--- src/hw/rtl/lz4d_pkg.sv ---
// Shared types and default sizes for the LZ4 block decoder.
package lz4d_pkg;

    localparam int HISTORY_DEPTH_DEF = 65536;
    localparam int SIZE_BITS_DEF     = 24;

    // Width of the reported byte count, fixed by the result format.
    localparam int TOTAL_W = 24;

    // Result queue between the decoder core and the output channel.
    localparam int OUT_FIFO_DEPTH = 3;
    localparam int OUT_PTR_W      = $clog2(OUT_FIFO_DEPTH);
    localparam int OUT_LVL_W      = $clog2(OUT_FIFO_DEPTH + 1);

    typedef struct packed {
        logic [1:0] command;
        logic [7:0] data_byte;
        logic       last_byte;
    } t_in_item;

    typedef struct packed {
        logic [7:0]         out_byte;
        logic               out_valid;
        logic [2:0]         status;
        logic [TOTAL_W-1:0] total_size;
        logic               copy_pending;
    } t_out_item;

endpackage

--- src/hw/rtl/lz4d_stream_if.sv ---
// Valid/ready stream channel carrying one payload per beat.
interface lz4d_stream_if #(
    parameter type t_payload = logic
) ();
    logic     valid;
    logic     ready;
    t_payload payload;

    modport source (output valid, output payload, input ready);
    modport sink   (input valid, input payload, output ready);
endinterface

--- src/hw/rtl/lz4d_out_fifo.sv ---
// Small result queue that decouples the decoder core from the output channel.
module lz4d_out_fifo
    import lz4d_pkg::*;
(
    input  logic                  i_clk,
    input  logic                  i_rst_n,
    input  logic                  i_push,
    input  t_out_item             i_push_item,
    output logic [OUT_LVL_W-1:0]  o_level,
    lz4d_stream_if.source         o_res
);
    t_out_item             r_mem [OUT_FIFO_DEPTH];
    logic [OUT_PTR_W-1:0]  r_wr_ptr;
    logic [OUT_PTR_W-1:0]  r_rd_ptr;
    logic [OUT_LVL_W-1:0]  r_level;
    logic [OUT_PTR_W-1:0]  n_wr_ptr;
    logic [OUT_PTR_W-1:0]  n_rd_ptr;
    logic [OUT_LVL_W-1:0]  n_level;
    logic                  pop;

    assign pop = o_res.valid && o_res.ready;

    always_comb begin
        n_wr_ptr = r_wr_ptr;
        n_rd_ptr = r_rd_ptr;
        if (i_push) begin
            n_wr_ptr = (r_wr_ptr == OUT_PTR_W'(OUT_FIFO_DEPTH - 1)) ? '0 : r_wr_ptr + 1'b1;
        end
        if (pop) begin
            n_rd_ptr = (r_rd_ptr == OUT_PTR_W'(OUT_FIFO_DEPTH - 1)) ? '0 : r_rd_ptr + 1'b1;
        end
        case ({i_push, pop})
            2'b10:   n_level = r_level + 1'b1;
            2'b01:   n_level = r_level - 1'b1;
            default: n_level = r_level;
        endcase
    end

    always_ff @(posedge i_clk) begin
        if (!i_rst_n) begin
            r_wr_ptr <= '0;
            r_rd_ptr <= '0;
            r_level  <= '0;
        end else begin
            r_wr_ptr <= n_wr_ptr;
            r_rd_ptr <= n_rd_ptr;
            r_level  <= n_level;
        end
    end

    always_ff @(posedge i_clk) begin
        if (i_push) begin
            r_mem[r_wr_ptr] <= i_push_item;
        end
    end

    assign o_res.valid   = (r_level != '0);
    assign o_res.payload = r_mem[r_rd_ptr];
    assign o_level       = r_level;
endmodule

--- src/flat_wrapper.sv ---
// flat-port wrapper written by rule: the top's interface ports become plain ports
module lz4d_out_fifo_flat import lz4d_pkg::*;
  (i_clk, i_rst_n, i_push, i_push_item, o_level, o_res_valid, o_res_payload, o_res_ready);
  lz4d_stream_if o_res_i ();
  input  logic i_clk;
  input  logic i_rst_n;
  input  logic i_push;
  input  t_out_item i_push_item;
  output logic [OUT_LVL_W-1:0] o_level;
  output wire logic [$bits(o_res_i.valid)-1:0] o_res_valid;
  output wire logic [$bits(o_res_i.payload)-1:0] o_res_payload;
  input wire logic [$bits(o_res_i.ready)-1:0] o_res_ready;
  assign o_res_valid = o_res_i.valid;
  assign o_res_payload = o_res_i.payload;
  assign o_res_i.ready = o_res_ready;
  lz4d_out_fifo u_core (.i_clk(i_clk), .i_rst_n(i_rst_n), .i_push(i_push), .i_push_item(i_push_item), .o_level(o_level), .o_res(o_res_i));
endmodule
--- config.mk ---
export PLATFORM = sky130hd
export DESIGN_NAME = lz4d_out_fifo_flat
export DESIGN_NICKNAME = d
export VERILOG_FILES = /design/src/hw/rtl/lz4d_pkg.sv /design/src/hw/rtl/lz4d_stream_if.sv /design/src/hw/rtl/lz4d_out_fifo.sv /design/src/flat_wrapper.sv
export SDC_FILE = /design/constraint.sdc
export NUM_CORES = 1
export LEC_CHECK = 0
export BUFFER_PORTS_ARGS = -buffer_cell sky130_fd_sc_hd__buf_4
export CAP_MARGIN = 20
export CORE_MARGIN = 8
export CORE_UTILIZATION = 29
export CTS_CLUSTER_DIAMETER = 40
export DETAILED_ROUTE_END_ITERATION = 12
export PLACE_DENSITY_LB_ADDON = 0.15
export SYNTH_ARGS = -nofsm -noshare
export SYNTH_HDL_FRONTEND = slang
export SYNTH_SLANG_ARGS = --single-unit
--- constraint.sdc ---
create_clock -name i_clk -period 1.3 [get_ports i_clk]
set_input_delay 0.26 -clock i_clk [delete_from_list [all_inputs] [get_ports i_clk]]
set_output_delay 0.26 -clock i_clk [all_outputs]
set_load 0.1 [all_outputs]
==> impl_metrics.toml, run 1 <==
[timing]
worst_pin_slew_ns = 0.280
final-setup-viol-count = 3
timing.final.crit_share_pct = 109
fmax_mhz = 704
slew_headroom_pct = 81.2
hold_violations = 0
fin_crit_ns = 1.42
rsz0062_at_grt = "yes"
slew_viol_final = 0
fin_worst_skew_ns = 0.00286
layout_setup_ws_ns = -0.121

[status]
status = "finished, violations left"
violations = "negative setup slack"

[power]
p_leak_nw = 0.276
power_density_mw_per_mm2 = 2620
ir_drop_mv = 2.15
total_power_mw = 1.83

[synthesis]
yosysSeqAreaShare_pct = 58.3
ys_types = 19
syn_nets = 82
yosysWarnings = 0
ys_ff_latch = 11
avgSynthCellArea_um2 = 10.7
syn_area_um2 = 429
syn_inst = 40

[setup_path]
crit_type = "reg -> out"
crit_arrival_ns = 1.16
crit_slowest_cell = "dfxtp_4"
critPathRequiredTime_ns = 1.04
path_cells = "buf_6 > or2_4 > buf_12"
cp_max_fo = 3
r2r_cells = 6
slowest_delay_ns = 0.35
startpoint_type = "register"
worst_setup_path_end_kind = "output pin"

[floorplanning]
dieArea_mm2 = 0.00297
coreArea_mm2 = 0.00145
rows = 14
die_x_um = 54.5
die_h_um = 54.5
io_pins = 45
initial_core_util_pct = 29.5

[cts]
h-tree-depth = 1
clk_pin_slew_ns = 0.07
cts_root_buf = "clkbuf_4"
cts_tree = "done"
cts_buffers = 3
cts_hold_buf = 0
cts_max_path_buffers = 2
cts_sinks = 11
clk_latency_ns = 0.27

[placed_design]
dpl-instance-area_um2 = 574
numPortBuffers = 8
routabilityCongestion = 0.578
hpwlAfterDp_um = 660

[finish]
syn_to_final_growth_pct = 63.0
fin_nets = 101
regArea_um2 = 259
design_area_um2 = 699
final_util_pct = 48.1
fillers = 139
antenna_cells = 0
multiInputGateArea_um2 = 220
layout-drive-gt1-share_pct = 48.3

[job]
drv_cap = 0

[worst_hold_path]
hold_class = "in -> reg"
min_delay_path_depth = 1

[grt]
grt_pass1_vias = 363
antenna_found_initial = 0
grt_max_degree = 7
grt_util_all_layers_pct = 7.77
grt_pass1_wl_um = 1550
globalRouteOverflowTotal = 0

[detailed_routing]
drtIter0Drc = 3
wl_per_cell_um = 11.9
ant_nets = 0
drt-pass1-iter-count = 2
drc = 0
num_vias = 342
vias_per_cell = 4.62
wl_um = 881
==> layout make-up <==
cell class                      count  area share, %
Clock buffer                        4           3.76
Multi-Input combinational cell     27           31.5
Tap cell                           16           2.86
Sequential cell                    11           37.0
Inverter                            2           1.07
Timing Repair Buffer               14           23.8
==> cell usage after synthesis <==
library cell	instances	area share, %
nor2b_1	2	2.9
nand2_1	4	3.5
xnor2_1	2	4.1
o21ai_0	1	1.2
ha_1	1	2.9
o21a_1	3	5.2
or3_1	2	2.9
edfxtp_1	3	21
dfxtp_1	8	37
and2_1	2	2.9
inv_2	1	0.87
o21ai_1	2	2.3
nor3b_1	1	1.7
or2_1	1	1.5
inv_1	1	0.87
nor3_1	1	1.2
nor2_1	2	1.7
a21boi_1	2	3.5
mux2i_1	1	2.3
==> cell usage in the layout, fill, tap and decap left out, drive strengths merged, types with 3 or more instances in the layout <==
cell and n:
o21ai 3, buf 14, edfxtp 3, clkbuf 4, dfxtp 8, nand2 4
o21a 3
==> logic make-up after synthesis <==
kind of cell	count (synthesis)	share of synthesized area [%]
XOR/XNOR	2	4.08
AND/OR/NAND/NOR	15	18.4
flip-flops	11	58.3
adder cells (fa/ha/maj)	1	2.91
AO/OA/AOI/OAI	8	12.2
buffers and inverters	2	1.75
multiplexers	1	2.33
==> critical path: cells and delay by family, from the launching register on <==
family / cells / cell delay, ns
DFF: 1 / 0.35
buffers and inverters: 2 / 0.28
and+or+nand+nor: 1 / 0.25
==> per-stage QoR <==
step / hold WS [ns] / setup WS, ns / TNS (ns) / instances
5_1_grt: 0.160 / -0.152 / -0.442 / 74
3_5_place_dp: 0.457 / -0.0574 / -0.0574 / 67
2_1_floorplan: 0.359 / -0.171 / -0.190 / 40
3_3_place_gp: 0.454 / -0.00876 / -0.00876 / 67
4_1_cts: 0.171 / -0.130 / -0.278 / 72
6_report: 0.179 / -0.121 / -0.264 / 74
==> worst paths after layout <==
| path | from | end | slack [ns] |
|---|---|---|---|
| min reg2reg | u_core.r_rd_ptr[0]$_SDFFE_PN0N_ | register | 0.48 |
| max | u_core.o_level[0]$_SDFFE_PN0P_ | o_res_valid | -0.12 |
| min | i_push_item[0] | u_core.r_mem[0][0]$_DFFE_PP_ | 0.18 |
| max reg2reg | u_core.o_level[1]$_SDFFE_PN0P_ | u_core.o_level[1]$_SDFFE_PN0P_ | -0.08 |
==> where the power goes <==
part	leakage, nW	internal [mW]	total [mW]	switching, mW
Clock	0.0150	0.119	0.232	0.113
Sequential	0.0950	0.430	0.484	0.0540
Combinational	0.166	0.495	1.12	0.620
==> metal layers <==
layer | GRT usage (%) | vias to the layer above | wire length, µm
met2 | 14.3 | 7 | 477
li1 | - | 172 | -
met4 | 4.92 | 0 | 18
met5 | 0 | - | 0
met3 | 4.89 | 2 | 45
met1 | 5.81 | 161 | 340
==> what timing repair did <==
item / CTS / global route
pin swaps: 3 / 3
setup buffers: 1 / 2
endpoints found under the setup margin: 5 / 4
resized for setup: 15 / 4
Power figures use the tool's default switching activity.
==> run 2, diff against run 1 <==
--- a/config.mk
+++ b/config.mk
@@ -8,7 +8,7 @@
 export BUFFER_PORTS_ARGS = -buffer_cell sky130_fd_sc_hd__buf_4
 export CAP_MARGIN = 20
 export CORE_MARGIN = 8
-export CORE_UTILIZATION = 29
+export CORE_UTILIZATION = 32
 export CTS_CLUSTER_DIAMETER = 40
 export DETAILED_ROUTE_END_ITERATION = 12
 export PLACE_DENSITY_LB_ADDON = 0.15
==> constraint.sdc (replaced) <==
create_clock -name i_clk -period 1.4 [get_ports i_clk]
set_input_delay 0.28 -clock i_clk [delete_from_list [all_inputs] [get_ports i_clk]]
set_output_delay 0.28 -clock i_clk [all_outputs]
set_load 0.1 [all_outputs]
==> run 2 against run 1 <==
Register-to-register slack improved by 0.12 ns. Global-route usage down 1.4 points. Worst setup slack better by 0.13 ns. First-iteration DRC count is 33% lower. Clock skew about the same. Clock power shrank 8%. Via count decreased by 9.1%. Non-clock buffer count decreased by 5. Combinational power is 28% lower. Total power fell by 19%. Cell count fell by 8.1%. Hold slack improved by 0.025 ns. Largest power group unchanged. Critical path type unchanged. The run now ends clean. Critical endpoint is now o_res_payload.
==> impl_metrics.toml, run 2 (synthesis gave the netlist of run 1 again) <==
[status]
status = "finished, final reports clean"

[finish]
layoutNonFillerInstCount = 68
final_cell_mix = "7 x buf_4, 5 x dfxtp_1, 4 x nand2_1"
antenna_cells = 0
design_area_um2 = 617
final_common_cell = "buf_4"
fillers = 119
fin_nets = 96
syn_to_final_growth_pct = 43.7
layout-drive-gt1-share_pct = 41.5

[cts]
clk_latency_ns = 0.26
h-tree-depth = 1
clk_pin_slew_ns = 0.07
cts_buffers = 3
cts_hold_buf = 0
cts_root_buf = "clkbuf_4"
cts_max_path_buffers = 2
cts_sinks = 11
cts_tree = "done"

[setup_path]
crit_type = "reg -> out"
worst_setup_path_end_kind = "output pin"
startpoint_type = "register"
rr_startpoint = "u_core.o_level[1]$_SDFFE_PN0P_"
crit_arrival_ns = 1.11
cp-endpoint = "o_res_payload"
r2r_setup_slack_ns = 0.04
critPathRequiredTime_ns = 1.12
cp_max_fo = 1
r2r_cells = 6
crit_start = "u_core.r_mem[1][0]$_DFFE_PP_"
r2r_end = "u_core.o_level[1]$_SDFFE_PN0P_"

[grt]
grt_max_degree = 7
grt_util_all_layers_pct = 6.33
grt_pass1_vias = 289
antenna_found_initial = 0
grt_pass1_wl_um = 1190
globalRouteOverflowTotal = 0

[placed_design]
dpl_worst_slack_ns = 0.0122
hpwlAfterDp_um = 631
numPortBuffers = 8
routabilityCongestion = 0.754
dp_cells = 64
dpl-instance-area_um2 = 558

[detailed_routing]
ant_nets = 0
wl_met3_um = 33
wl_um = 798
wl_met2_um = 428
drtIter0Drc = 2
drt-pass1-iter-count = 2
drc = 0
num_vias = 311
vias_per_cell = 4.57
wl_per_cell_um = 11.7
top_layer = "met4"
wl_met1_um = 315

[power]
seq_power_share_pct = 31.3
combPwrFrac_pct = 54.4
internal_power_mw = 0.801
p_clk_share_pct = 14.4
swShare_pct = 45.9
p_leak_nw = 0.238
power_density_mw_per_mm2 = 2400
total_power_mw = 1.48
p_switching_mw = 0.679
ir_drop_mv = 1.28

[timing]
fin_worst_skew_ns = 0.00276
timing.final.crit_share_pct = 99.1
layout_setup_ws_ns = 0.0126
final-setup-viol-count = 0
slew_headroom_pct = 80.3
tns_ns = 0
fmax_mhz = 721
hold_violations = 0
slew_viol_final = 0
rsz0062_at_grt = "yes"
fin_crit_ns = 1.39
worst_pin_slew_ns = 0.293

[worst_hold_path]
hold_class = "in -> reg"

[floorplanning]
dieArea_mm2 = 0.00277
initial_core_util_pct = 33.4
rows = 13
die_x_um = 52.6
coreArea_mm2 = 0.00128
die_h_um = 52.6
io_pins = 45

[job]
drv_cap = 0
-- run 2: worst max-delay path, cell delays in order (launching register included) --
cell and delay (ns):
edfxtp_1 0.38, mux2i_2 0.21, o21ai_4 0.08, buf_12 0.16
-- run 2: what timing repair did --
item / in CTS / in global routing
endpoints found under the hold margin: 0 / 0
resized for setup: 10 / 0
setup buffers: 0 / 0
endpoints found under the setup margin: 3 / 2
pin swaps: 0 / 1
-- run 2: final cells by class --
cell class                      instances  area (µm²)  area share (%)
Sequential cell                        11         259            42.0
Multi-Input combinational cell         27         213            34.5
Clock buffer                            4        26.3            4.26
Timing Repair Buffer                    9        92.6            15.0
Inverter                                2        7.51            1.22
Tap cell                               15        18.8            3.04
-- run 2: how the worst min path moves through the flow --
stage	from	endpoint	slack, ns	depth (start not counted)
detailed placement	i_push_item[0]	u_core.r_mem[1][0]$_DFFE_PP_	0.48	1
finish	i_push_item[0]	u_core.r_mem[2][0]$_DFFE_PP_	0.20	1
CTS	i_push_item[0]	u_core.r_mem[2][0]$_DFFE_PP_	0.20	1
floorplan	i_push_item[0]	u_core.r_mem[0][0]$_DFFE_PP_	0.38	0
global route	i_push_item[0]	u_core.r_mem[0][0]$_DFFE_PP_	0.20	1
global placement	u_core.r_rd_ptr[0]$_SDFFE_PN0N_	u_core.r_rd_ptr[0]$_SDFFE_PN0N_	0.47	2
-- run 2: per-layer routing --
layer	vias to the layer above	track usage, %
met5	-	0
met4	0	6.47
met3	4	2.56
met2	5	10.5
met1	141	5.53
li1	161	-
-- run 2: power by group through the flow --
stage | clock (mW) | sequential, mW | combinational [mW]
3_3_place_gp | 0 | 0.461 | 0.685
2_1_floorplan | 0 | 0.634 | 0.387
6_report | 0.213 | 0.463 | 0.805
4_1_cts | 0.217 | 0.464 | 0.810
5_1_grt | 0.231 | 0.471 | 0.829
3_5_place_dp | 0 | 0.465 | 0.704
-- run 2: stage by stage --
step,hold slack [ns],utilization [%]
finish,0.203,48.0
detailed placement,0.477,43.4
global route,0.201,48.0
floorplan,0.379,-
global placement,0.466,43.4
CTS,0.201,48.0
